`config.mk`:
```
export PLATFORM = sky130hd
export DESIGN_NAME = pdm_cic3_decimator_with_stats
export DESIGN_NICKNAME = d
export VERILOG_FILES = /design/src/hdl/pdmcic_pkg.sv /design/src/hdl/pdmcic_lane.sv /design/src/hdl/pdmcic_merge.sv /design/src/hdl/pdmcic_filter.sv /design/src/hdl/pdmcic_stats.sv /design/src/hdl/pdm_cic3_decimator_with_stats.sv
export SDC_FILE = /design/constraint.sdc
export NUM_CORES = 2
export LEC_CHECK = 0
export BUFFER_PORTS_ARGS = -buffer_cell sky130_fd_sc_hd__buf_2
export CORE_MARGIN = 3
export CORE_UTILIZATION = 50
export DETAILED_ROUTE_END_ITERATION = 10
export PLACE_DENSITY = 0.71
export SLEW_MARGIN = 20
export SYNTH_ARGS = -nofsm -noshare
export SYNTH_HDL_FRONTEND = slang
export SYNTH_HIERARCHICAL = 1
export SYNTH_SLANG_ARGS = --single-unit
```
`constraint.sdc`:
```
create_clock -name clk -period 21.6 [get_ports clk]
set_input_delay 4.32 -clock clk [delete_from_list [all_inputs] [get_ports clk]]
set_output_delay 4.32 -clock clk [all_outputs]
set_load 0.05 [all_outputs]
```
`src/hdl/pdmcic_pkg.sv`:
```
// Shared types and constants for the third-order CIC PDM decimator.
// Used by the lane, merge, filter and statistics modules and by the top level.
// No dependencies.
package pdmcic_pkg;

    localparam int LANES  = 16;
    localparam int LANE_W = 11;
    localparam int CFG_IDX_W = 3;

    localparam logic [CFG_IDX_W-1:0] CFG_GAIN      = 3'd0;
    localparam logic [CFG_IDX_W-1:0] CFG_INVERT    = 3'd1;
    localparam logic [CFG_IDX_W-1:0] CFG_MSB_FIRST = 3'd2;
    localparam logic [CFG_IDX_W-1:0] CFG_WARMUP    = 3'd3;

    localparam logic [15:0]        GAIN_RESET = 16'd256;
    localparam logic signed [15:0] PCM_MAX    = 16'sh7FFF;
    localparam logic signed [15:0] PCM_MIN    = 16'sh8000;
    localparam logic [23:0]        COUNT_MAX  = 24'hFFFFFF;

    // Control that travels with every item through the pipeline.
    typedef struct packed {
        logic valid;
        logic restart;
        logic sample;
    } tok_t;

    // Weighted contributions of one bit to the three integrators.
    typedef struct packed {
        logic signed [LANE_W-1:0] s1;
        logic signed [LANE_W-1:0] s2;
        logic signed [LANE_W-1:0] s3;
    } lane_t;

endpackage

```
`src/hdl/pdmcic_lane.sv`:
```
// One bit lane: picks its PDM bit, applies inversion and maps it to +1/-1
// weighted by its position in the word. Depends on pdmcic_pkg.
module pdmcic_lane #(
    parameter int LANE = 0
) (
    input  logic [pdmcic_pkg::LANES-1:0] pdm_word,
    input  logic                         invert_bits,
    input  logic                         msb_first,
    output pdmcic_pkg::lane_t            contrib
);
    import pdmcic_pkg::*;

    // A bit that is k-th in time reaches the second integrator (16 - k) times
    // and the third integrator (16 - k)(17 - k)/2 times within the word.
    localparam int W2 = LANES - LANE;
    localparam int W3 = (LANES - LANE) * (LANES + 1 - LANE) / 2;
    localparam logic signed [LANE_W-1:0] P1 = LANE_W'(1);
    localparam logic signed [LANE_W-1:0] P2 = LANE_W'(W2);
    localparam logic signed [LANE_W-1:0] P3 = LANE_W'(W3);

    logic bit_val;

    always_comb
    begin
        bit_val = (msb_first ? pdm_word[LANES-1-LANE] : pdm_word[LANE]) ^ invert_bits;
        contrib.s1 = bit_val ? P1 : -P1;
        contrib.s2 = bit_val ? P2 : -P2;
        contrib.s3 = bit_val ? P3 : -P3;
    end

endmodule

```
`src/hdl/pdmcic_merge.sv`:
```
// Merging stage: adds the sixteen lane contributions into the per-word
// integrator increments and registers them with the item's control.
// Depends on pdmcic_pkg.
module pdmcic_merge (
    input  logic                                      clk,
    input  logic                                      rst_n,
    input  logic                                      adv,
    input  logic                                      in_valid,
    input  logic                                      restart,
    input  pdmcic_pkg::lane_t [pdmcic_pkg::LANES-1:0] contribs,
    output pdmcic_pkg::tok_t                          tok_a,
    output pdmcic_pkg::lane_t                         sums_a
);
    import pdmcic_pkg::*;

    localparam int GRP  = 4;
    localparam int NGRP = LANES / GRP;

    logic signed [LANE_W-1:0] grp1 [NGRP];
    logic signed [LANE_W-1:0] grp2 [NGRP];
    logic signed [LANE_W-1:0] grp3 [NGRP];
    lane_t sums_next;
    tok_t  tok_a_reg;
    lane_t sums_reg;

    // Partial sums never exceed the total of the weights, so LANE_W holds them.
    always_comb
    begin
        for (int g = 0; g < NGRP; g++)
        begin
            grp1[g] = '0;
            grp2[g] = '0;
            grp3[g] = '0;
            for (int k = 0; k < GRP; k++)
            begin
                grp1[g] = grp1[g] + contribs[g*GRP+k].s1;
                grp2[g] = grp2[g] + contribs[g*GRP+k].s2;
                grp3[g] = grp3[g] + contribs[g*GRP+k].s3;
            end
        end
        sums_next = '0;
        for (int g = 0; g < NGRP; g++)
        begin
            sums_next.s1 = sums_next.s1 + grp1[g];
            sums_next.s2 = sums_next.s2 + grp2[g];
            sums_next.s3 = sums_next.s3 + grp3[g];
        end
    end

    always_ff @(posedge clk or negedge rst_n)
    begin
        if (!rst_n)
        begin
            tok_a_reg <= '0;
        end
        else if (adv)
        begin
            tok_a_reg.valid   <= in_valid;
            tok_a_reg.restart <= restart;
            tok_a_reg.sample  <= 1'b0;
        end
    end

    always_ff @(posedge clk)
    begin
        if (adv)
        begin
            sums_reg <= sums_next;
        end
    end

    assign tok_a  = tok_a_reg;
    assign sums_a = sums_reg;

endmodule

```
`src/hdl/pdmcic_filter.sv`:
```
// Integrators, combs and gain scaling of the CIC decimator, as a pipeline
// that takes one word per cycle while adv is high. Depends on pdmcic_pkg.
module pdmcic_filter #(
    parameter int DECIMATION = 64
) (
    input  logic                     clk,
    input  logic                     rst_n,
    input  logic                     adv,
    input  pdmcic_pkg::tok_t         tok_a,
    input  pdmcic_pkg::lane_t        sums_a,
    input  logic [15:0]              gain_q8,
    output pdmcic_pkg::tok_t         tok_g,
    output logic signed [15:0]       pcm_g,
    output logic [31:0]              square_g
);
    import pdmcic_pkg::*;

    localparam int LOG_D    = $clog2(DECIMATION);
    localparam int CW       = 3 * LOG_D + 2;
    localparam int MAG_W    = CW - 1;
    localparam int PROD_W   = MAG_W + 16;
    localparam int FULL_W   = PROD_W + 15;
    localparam int SCALE_SH = 3 * $clog2(LANES) + 8;
    localparam int WORDS    = DECIMATION / LANES;
    localparam int PH_W     = (WORDS > 1) ? $clog2(WORDS) : 1;
    localparam int DIV_D    = WORDS * WORDS * WORDS;
    localparam int DIV_LOG  = $clog2(DIV_D);
    localparam int Q_IN_W   = $clog2(32769 * DIV_D);
    localparam int NX_W     = (FULL_W - SCALE_SH > Q_IN_W) ? FULL_W - SCALE_SH : Q_IN_W;
    localparam int RSH      = Q_IN_W + DIV_LOG;
    localparam int R_W      = Q_IN_W + 2;
    localparam int QP_W     = Q_IN_W + R_W;
    localparam longint unsigned RECIP = ((64'd1 << RSH) + DIV_D - 1) / DIV_D;

    localparam logic [PH_W-1:0]       LAST_PHASE = PH_W'(WORDS - 1);
    localparam logic [CW-1:0]         LANES_C    = CW'(LANES);
    localparam logic [CW-1:0]         TRI_C      = CW'(LANES * (LANES + 1) / 2);
    localparam logic [R_W-1:0]        RECIP_C    = R_W'(RECIP);
    localparam logic [NX_W-1:0]       LIM_POS    = NX_W'(32768 * DIV_D);
    localparam logic [NX_W-1:0]       LIM_NEG    = NX_W'(32769 * DIV_D);
    localparam logic signed [CW-1:0]  COMB_PEAK  = CW'(DECIMATION * DECIMATION * DECIMATION);

    // Integrator stage.
    logic [PH_W-1:0] phase_reg, phase_next, cur_phase;
    logic            is_sample;
    logic [CW-1:0]   i1_reg, i2_reg, i3_reg;
    logic [CW-1:0]   i1_base, i2_base, i3_base;
    logic [CW-1:0]   i1_next, i2_next, i3_next;
    logic [CW-1:0]   s1x, s2x, s3x;
    tok_t            tok_b_reg;

    // Comb stage.
    logic [CW-1:0]         d1_reg, d2_reg, d3_reg;
    logic [CW-1:0]         d1_base, d2_base, d3_base;
    logic [CW-1:0]         c1, c2, c3;
    logic signed [CW-1:0]  c3_reg;
    tok_t                  tok_c_reg;

    // Scaling stages.
    logic               neg_c;
    logic [MAG_W-1:0]   mag_c;
    logic [PROD_W-1:0]  prod_d_reg;
    logic               neg_d_reg;
    tok_t               tok_d_reg;

    logic [FULL_W-1:0]  full_d;
    logic [NX_W-1:0]    nx_d;
    logic               sat_d;
    logic [Q_IN_W-1:0]  nlo_e_reg;
    logic               neg_e_reg, sat_e_reg;
    tok_t               tok_e_reg;

    logic [QP_W-1:0]    qprod_e;
    logic [15:0]        q_f_reg;
    logic               neg_f_reg, sat_f_reg;
    tok_t               tok_f_reg;

    logic signed [15:0] pcm_f;
    logic signed [31:0] square_f;
    logic signed [15:0] pcm_g_reg;
    logic [31:0]        square_g_reg;
    tok_t               tok_g_reg;

    // A word advances each integrator by sixteen steps at once: the closed
    // form needs the earlier integrator values times 16 and times 136.
    always_comb
    begin
        cur_phase  = tok_a.restart ? '0 : phase_reg;
        is_sample  = (cur_phase == LAST_PHASE);
        phase_next = is_sample ? '0 : cur_phase + 1'b1;
        i1_base    = tok_a.restart ? '0 : i1_reg;
        i2_base    = tok_a.restart ? '0 : i2_reg;
        i3_base    = tok_a.restart ? '0 : i3_reg;
        s1x        = CW'(sums_a.s1);
        s2x        = CW'(sums_a.s2);
        s3x        = CW'(sums_a.s3);
        i1_next    = i1_base + s1x;
        i2_next    = i2_base + i1_base * LANES_C + s2x;
        i3_next    = i3_base + i2_base * LANES_C + i1_base * TRI_C + s3x;
    end

    always_ff @(posedge clk or negedge rst_n)
    begin
        if (!rst_n)
        begin
            phase_reg <= '0;
            i1_reg    <= '0;
            i2_reg    <= '0;
            i3_reg    <= '0;
            tok_b_reg <= '0;
        end
        else if (adv)
        begin
            tok_b_reg.valid   <= tok_a.valid;
            tok_b_reg.restart <= tok_a.restart;
            tok_b_reg.sample  <= tok_a.valid & is_sample;
            if (tok_a.valid)
            begin
                phase_reg <= phase_next;
                i1_reg    <= i1_next;
                i2_reg    <= i2_next;
                i3_reg    <= i3_next;
            end
        end
    end

    // Combs run only on the word that completes a decimation period.
    always_comb
    begin
        d1_base = tok_b_reg.restart ? '0 : d1_reg;
        d2_base = tok_b_reg.restart ? '0 : d2_reg;
        d3_base = tok_b_reg.restart ? '0 : d3_reg;
        c1      = i3_reg - d1_base;
        c2      = c1 - d2_base;
        c3      = c2 - d3_base;
    end

    always_ff @(posedge clk or negedge rst_n)
    begin
        if (!rst_n)
        begin
            d1_reg    <= '0;
            d2_reg    <= '0;
            d3_reg    <= '0;
            tok_c_reg <= '0;
        end
        else if (adv)
        begin
            tok_c_reg <= tok_b_reg;
            if (tok_b_reg.valid)
            begin
                d1_reg <= tok_b_reg.sample ? i3_reg : d1_base;
                d2_reg <= tok_b_reg.sample ? c1 : d2_base;
                d3_reg <= tok_b_reg.sample ? c2 : d3_base;
            end
        end
    end

    // The divisor DECIMATION^3 * 256 splits into a right shift by 20 bits and a
    // division by (DECIMATION/16)^3, done as a multiply by its reciprocal.
    // Values beyond the int16 range saturate before that multiply.
    always_comb
    begin
        neg_c   = c3_reg[CW-1];
        mag_c   = MAG_W'(neg_c ? -c3_reg : c3_reg);
        full_d  = {prod_d_reg, 15'b0} - FULL_W'(prod_d_reg);
        nx_d    = NX_W'(full_d >> SCALE_SH);
        sat_d   = neg_d_reg ? (nx_d >= LIM_NEG) : (nx_d >= LIM_POS);
        qprod_e = QP_W'(nlo_e_reg) * QP_W'(RECIP_C);
        if (sat_f_reg)
        begin
            pcm_f = neg_f_reg ? PCM_MIN : PCM_MAX;
        end
        else
        begin
            pcm_f = neg_f_reg ? -$signed(q_f_reg) : $signed(q_f_reg);
        end
        square_f = 32'(pcm_f) * 32'(pcm_f);
    end

    always_ff @(posedge clk or negedge rst_n)
    begin
        if (!rst_n)
        begin
            tok_d_reg <= '0;
            tok_e_reg <= '0;
            tok_f_reg <= '0;
            tok_g_reg <= '0;
        end
        else if (adv)
        begin
            tok_d_reg <= tok_c_reg;
            tok_e_reg <= tok_d_reg;
            tok_f_reg <= tok_e_reg;
            tok_g_reg <= tok_f_reg;
        end
    end

    always_ff @(posedge clk)
    begin
        if (adv)
        begin
            c3_reg       <= c3;
            prod_d_reg   <= PROD_W'(mag_c) * PROD_W'(gain_q8);
            neg_d_reg    <= neg_c;
            nlo_e_reg    <= nx_d[Q_IN_W-1:0];
            neg_e_reg    <= neg_d_reg;
            sat_e_reg    <= sat_d;
            q_f_reg      <= qprod_e[RSH +: 16];
            neg_f_reg    <= neg_e_reg;
            sat_f_reg    <= sat_e_reg;
            pcm_g_reg    <= pcm_f;
            square_g_reg <= square_f;
        end
    end

    assign tok_g    = tok_g_reg;
    assign pcm_g    = pcm_g_reg;
    assign square_g = square_g_reg;

    a_phase_range: assert property (@(posedge clk) disable iff (!rst_n)
        phase_reg <= LAST_PHASE)
        else $error("decimation phase beyond its period");

    a_comb_range: assert property (@(posedge clk) disable iff (!rst_n)
        (tok_c_reg.valid && tok_c_reg.sample) |->
            (c3_reg <= COMB_PEAK && c3_reg >= -COMB_PEAK))
        else $error("comb output outside full scale");

    a_quot_range: assert property (@(posedge clk) disable iff (!rst_n)
        (tok_f_reg.valid && tok_f_reg.sample && !sat_f_reg) |->
            (q_f_reg <= 16'd32768))
        else $error("scaled quotient exceeds int16 magnitude");

endmodule

```
`src/hdl/pdmcic_stats.sv`:
```
// Warmup discard, running statistics and the output register.
// Depends on pdmcic_pkg.
module pdmcic_stats (
    input  logic                     clk,
    input  logic                     rst_n,
    input  logic                     adv,
    input  pdmcic_pkg::tok_t         tok_g,
    input  logic signed [15:0]       pcm_g,
    input  logic [31:0]              square_g,
    input  logic [15:0]              warmup_frames,
    output logic                     out_valid,
    output logic signed [15:0]       pcm_sample,
    output logic signed [15:0]       min_sample,
    output logic signed [15:0]       max_sample,
    output logic [23:0]              sample_count,
    output logic signed [39:0]       sample_sum,
    output logic [54:0]              sample_square_sum
);
    import pdmcic_pkg::*;

    logic [15:0]        warm_reg, warm_next;
    logic signed [39:0] sum_reg, sum_next;
    logic [54:0]        sq_reg, sq_next;
    logic signed [15:0] min_reg, min_next;
    logic signed [15:0] max_reg, max_next;
    logic [23:0]        cnt_reg, cnt_next;
    logic               emit;

    logic               out_valid_reg;
    logic signed [15:0] pcm_out_reg, min_out_reg, max_out_reg;
    logic [23:0]        cnt_out_reg;
    logic signed [39:0] sum_out_reg;
    logic [54:0]        sq_out_reg;

    // A restart clears the statistics before the item's own sample is counted.
    always_comb
    begin
        warm_next = tok_g.restart ? warmup_frames : warm_reg;
        sum_next  = tok_g.restart ? '0 : sum_reg;
        sq_next   = tok_g.restart ? '0 : sq_reg;
        min_next  = tok_g.restart ? PCM_MAX : min_reg;
        max_next  = tok_g.restart ? PCM_MIN : max_reg;
        cnt_next  = tok_g.restart ? '0 : cnt_reg;
        emit      = 1'b0;
        if (tok_g.sample)
        begin
            if (warm_next != '0)
            begin
                warm_next = warm_next - 1'b1;
            end
            else
            begin
                emit = 1'b1;
                if (cnt_next != COUNT_MAX)
                begin
                    sum_next = sum_next + 40'(pcm_g);
                    sq_next  = sq_next + 55'(square_g);
                    if (pcm_g < min_next)
                    begin
                        min_next = pcm_g;
                    end
                    if (pcm_g > max_next)
                    begin
                        max_next = pcm_g;
                    end
                    cnt_next = cnt_next + 1'b1;
                end
            end
        end
    end

    always_ff @(posedge clk or negedge rst_n)
    begin
        if (!rst_n)
        begin
            warm_reg      <= '0;
            sum_reg       <= '0;
            sq_reg        <= '0;
            min_reg       <= PCM_MAX;
            max_reg       <= PCM_MIN;
            cnt_reg       <= '0;
            out_valid_reg <= 1'b0;
        end
        else if (adv)
        begin
            out_valid_reg <= tok_g.valid & emit;
            if (tok_g.valid)
            begin
                warm_reg <= warm_next;
                sum_reg  <= sum_next;
                sq_reg   <= sq_next;
                min_reg  <= min_next;
                max_reg  <= max_next;
                cnt_reg  <= cnt_next;
            end
        end
    end

    always_ff @(posedge clk)
    begin
        if (adv && tok_g.valid && emit)
        begin
            pcm_out_reg <= pcm_g;
            min_out_reg <= min_next;
            max_out_reg <= max_next;
            cnt_out_reg <= cnt_next;
            sum_out_reg <= sum_next;
            sq_out_reg  <= sq_next;
        end
    end

    assign out_valid         = out_valid_reg;
    assign pcm_sample        = pcm_out_reg;
    assign min_sample        = min_out_reg;
    assign max_sample        = max_out_reg;
    assign sample_count      = cnt_out_reg;
    assign sample_sum        = sum_out_reg;
    assign sample_square_sum = sq_out_reg;

    a_min_le_max: assert property (@(posedge clk) disable iff (!rst_n)
        (cnt_reg != '0) |-> (min_reg <= max_reg))
        else $error("running minimum above running maximum");

    a_empty_bounds: assert property (@(posedge clk) disable iff (!rst_n)
        (cnt_reg == '0) |-> (min_reg == PCM_MAX && max_reg == PCM_MIN && sum_reg == '0))
        else $error("statistics not at their cleared values with no samples");

    a_frozen: assert property (@(posedge clk) disable iff (!rst_n)
        !adv |=> ($stable(cnt_reg) && $stable(sum_reg) && $stable(warm_reg)))
        else $error("statistics changed while the pipeline was held");

endmodule

```
`src/hdl/pdm_cic3_decimator_with_stats.sv`:
```
// Third-order CIC decimator for packed PDM with running sample statistics.
// Top level: configuration registers, sixteen bit lanes, merge, filter and
// statistics. Depends on pdmcic_pkg and all pdmcic_* modules.
//
// Usage:
//   Input items carry a 16-bit PDM word and a restart flag on in_valid /
//   in_stall; a word is taken at a rising edge with in_valid high and in_stall
//   low. A restart clears the filter and the statistics and reloads the warmup
//   count before its own word. Every DECIMATION/16 words complete one decimated
//   sample; after warmup_frames dropped samples each sample is offered on
//   out_valid / out_stall together with min, max, count, sum and sum of
//   squares that include it until the count saturates.
//   Throughput is one word per cycle while the pipeline is not held. A word's
//   result passes through one merge stage, integrators, combs, three scaling
//   stages (gain multiply, saturation, reciprocal multiply), sample forming and
//   the output register before it shows on the output.
//   While out_valid is high and out_stall is held, the whole pipeline holds
//   and in_stall is raised; otherwise words keep flowing.
//   Reset empties the pipeline, clears filter and statistics and sets gain to
//   unity, no inversion, LSB-first bit order and no warmup. Configuration
//   writes take effect at once and are meant for an idle block.
module pdm_cic3_decimator_with_stats #(
    parameter int DECIMATION = 64
) (
    input  logic                                 clk,
    input  logic                                 rst_n,
    input  logic                                 cfg_write,
    input  logic [pdmcic_pkg::CFG_IDX_W-1:0]     cfg_index,
    input  logic [15:0]                          cfg_data,
    input  logic                                 in_valid,
    output logic                                 in_stall,
    input  logic [pdmcic_pkg::LANES-1:0]         pdm_word,
    input  logic                                 restart,
    output logic                                 out_valid,
    input  logic                                 out_stall,
    output logic signed [15:0]                   pcm_sample,
    output logic signed [15:0]                   min_sample,
    output logic signed [15:0]                   max_sample,
    output logic [23:0]                          sample_count,
    output logic signed [39:0]                   sample_sum,
    output logic [54:0]                          sample_square_sum
);
    import pdmcic_pkg::*;

    logic [15:0] gain_reg;
    logic        invert_reg;
    logic        msb_first_reg;
    logic [15:0] warmup_reg;

    logic                   adv;
    lane_t [LANES-1:0]      contribs;
    tok_t                   tok_a, tok_g;
    lane_t                  sums_a;
    logic signed [15:0]     pcm_g;
    logic [31:0]            square_g;

    always_ff @(posedge clk or negedge rst_n)
    begin
        if (!rst_n)
        begin
            gain_reg      <= GAIN_RESET;
            invert_reg    <= 1'b0;
            msb_first_reg <= 1'b0;
            warmup_reg    <= '0;
        end
        else if (cfg_write)
        begin
            unique case (cfg_index)
                CFG_GAIN:      gain_reg      <= cfg_data;
                CFG_INVERT:    invert_reg    <= cfg_data[0];
                CFG_MSB_FIRST: msb_first_reg <= cfg_data[0];
                CFG_WARMUP:    warmup_reg    <= cfg_data;
                default:       ;
            endcase
        end
    end

    // The pipeline moves only when the output register can take a result.
    assign adv      = !(out_valid && out_stall);
    assign in_stall = !adv;

    for (genvar k = 0; k < LANES; k++)
    begin : g_lane
        pdmcic_lane #(
            .LANE (k)
        ) u_lane (
            .pdm_word    (pdm_word),
            .invert_bits (invert_reg),
            .msb_first   (msb_first_reg),
            .contrib     (contribs[k])
        );
    end

    pdmcic_merge u_merge (
        .clk      (clk),
        .rst_n    (rst_n),
        .adv      (adv),
        .in_valid (in_valid),
        .restart  (restart),
        .contribs (contribs),
        .tok_a    (tok_a),
        .sums_a   (sums_a)
    );

    pdmcic_filter #(
        .DECIMATION (DECIMATION)
    ) u_filter (
        .clk      (clk),
        .rst_n    (rst_n),
        .adv      (adv),
        .tok_a    (tok_a),
        .sums_a   (sums_a),
        .gain_q8  (gain_reg),
        .tok_g    (tok_g),
        .pcm_g    (pcm_g),
        .square_g (square_g)
    );

    pdmcic_stats u_stats (
        .clk               (clk),
        .rst_n             (rst_n),
        .adv               (adv),
        .tok_g             (tok_g),
        .pcm_g             (pcm_g),
        .square_g          (square_g),
        .warmup_frames     (warmup_reg),
        .out_valid         (out_valid),
        .pcm_sample        (pcm_sample),
        .min_sample        (min_sample),
        .max_sample        (max_sample),
        .sample_count      (sample_count),
        .sample_sum        (sample_sum),
        .sample_square_sum (sample_square_sum)
    );

endmodule
```
==> flow_summary.json <==
{
  "syn_to_final_growth_pct": 3.31,
  "post_cts_buffers": 0,
  "multi_input_area_mm2": 0.0472,
  "drt_iter0_markers": 2973,
  "holdBufCountCts": 0,
  "diodes": 0,
  "worstSetupPathType": "input pin to register",
  "die_x_um": 394,
  "layout.area.seq_mm2": 0.0186,
  "wl_um": 166000,
  "critical-path-max-stage-delay_ps": 550,
  "final_nets": 8988,
  "synth_cells": 7873,
  "yosysWarningCount": 6,
  "clkLatencyLatePin_ps": 690,
  "endpoint_kind": "register",
  "arrival_ps": 10160,
  "slew_viol_final": 0,
  "antenna_found_initial": 0,
  "finClkSkew_ps": 49.8,
  "root_buffer": "clkbuf_16",
  "routedWlPerCell_um": 17.3,
  "route.detailed.drc": 0,
  "rsz0062_at_grt": "false",
  "htree_levels": 3,
  "post-route-period-util": 0.452,
  "numPortBuffers": 209,
  "status": "completed",
  "cts_num_sinks": 675,
  "grt_use_total": 0.217,
  "grt_overflow": 0,
  "ant_nets": 0,
  "dr_total_vias": 51300,
  "worstPathCellList": "buf_2 > mux2i_2 > xor2_2 > buf_4 > inv_1 > fa_1 > fa_1 > inv_1 > fa_1 > fa_1 > inv_1 > fa_1 > fa_1 > inv_1 > ha_1 > inv_1 > fa_1 > inv_1 > a21oi_1 > o21bai_1 > a21o_1 > a21oi_1 > o21ai_0 > xnor2_1",
  "first_pass_iters": 6,
  "cp_max_fo": 27,
  "grt_pass1_wl_um": 277000,
  "grt_pass1_vias": 54300,
  "dpl.hpwl_um": 127000,
  "syn_avg_cell_area_um2": 9.56,
  "clk_pin_slew_ps": 70,
  "drive_gt1_frac": 0.0819,
  "fp-row-count": 141,
  "place_congestion": 0.909,
  "fin_tns_setup_ps": 0,
  "start_kind": "input pin",
  "viasPerCell": 5.34,
  "cts_made_buffers": 77,
  "slowest_stage": "fa_1",
  "worstPathRequired_ps": 21990,
  "finalSetupViolations": 0,
  "io-pin-count": 210,
  "cpMostUsedCell": "fa_1",
  "start_util": 0.506,
  "die-area_mm2": 0.155,
  "period_needed_ps": 9770,
  "max_freq_mhz": 102,
  "core_mm2": 0.149,
  "cts_tree": "done",
  "hold_path_class": "register to register",
  "syn_area_mm2": 0.0753,
  "clock_path_buffers": 3,
  "hold_viol": 0,
  "fillers": 13200,
  "die_y_um": 394,
  "max_slew_margin": 0.197,
  "tightest_slew_ps": 1190,
  "drv_cap": 0,
  "post_cts_resized": 0,
  "grt_max_degree": 116
}
==> layer usage <==
layer | GRT usage | part of all wire | vias up
met1 | 0.278 | 0.42 | 25700
met3 | 0.0265 | 0.047 | 301
met4 | 0.0789 | 0.036 | 0
met5 | 0 | 0 | -
li1 | - | - | 24000
met2 | 0.379 | 0.50 | 1326
==> stage by stage <==
step / setup WS, ps / hold slack (ps) / area, µm² / instances / util
floorplan: 4420 / 400 / 75500 / 7922 / -
global placement: 11240 / 403 / 75100 / 9452 / 0.505
detailed placement: 11110 / 405 / 75100 / 9453 / 0.505
CTS: 11820 / 411 / 77800 / 9596 / 0.523
global route: 11480 / 412 / 77800 / 9596 / 0.523
finish: 11830 / 411 / 77800 / 9596 / 0.523
==> final timing paths <==
kind,startpoint,to,slack (ps),depth (start not counted)
setup / recovery,pdm_word[13],u_merge/sums_a[21]$_DFFE_PP_,11830,24
hold / removal,u_filter/nlo_e_reg[15]$_DFFE_PP_,u_filter/q_f_reg[9]$_DFFE_PP_,410,0
setup reg to reg,u_filter/q_f_reg[3]$_DFFE_PP_,u_filter/square_g[31]$_DFFE_PP_,11900,29
hold reg to reg,u_filter/nlo_e_reg[15]$_DFFE_PP_,u_filter/q_f_reg[9]$_DFFE_PP_,410,0
max in group asynchronous,rst_n,invert_reg$_DFFE_PN0P_,15570,3
min in group asynchronous,rst_n,u_stats/sq_reg[2]$_DFFE_PN0P_,3720,1
==> worst max-delay path, delay by kind of cell <==
kind / cells / cell delay, ps
compound gates: 5 / 770
xor+xnor: 2 / 270
fa+ha+maj: 8 / 3600
buf+inv: 8 / 910
mux: 1 / 280
==> final cells by class <==
class / instances / share of cell area
clock buffers: 96 / 0.0265
clock inverters: 47 / 0.00771
inverters: 1383 / 0.0668
multi-input cells: 5120 / 0.607
flip-flops and latches: 675 / 0.239
well taps: 2002 / 0.0322
repair buffers: 273 / 0.0202
==> cells in the final DEF, fill, tap and decap left out, types with 77 or more instances in the layout <==
master and instances:
inv_1 1376, clkbuf_16 77, a21o_1 121, a21oi_1 269
nor3_1 103, buf_2 208, edfxtp_1 338, ha_1 510
nand2_1 742, conb_1 78, fa_1 907, mux2_2 77
nand3_1 87, nand2b_1 97, nor2_1 359, and2_1 137
o21ai_0 310, dfrtp_1 317, xor2_1 133, xnor2_1 312
nor2b_1 157
Power is not shown: default switching activity piles up to over one toggle a cycle in this logic, so the estimate is an artifact.
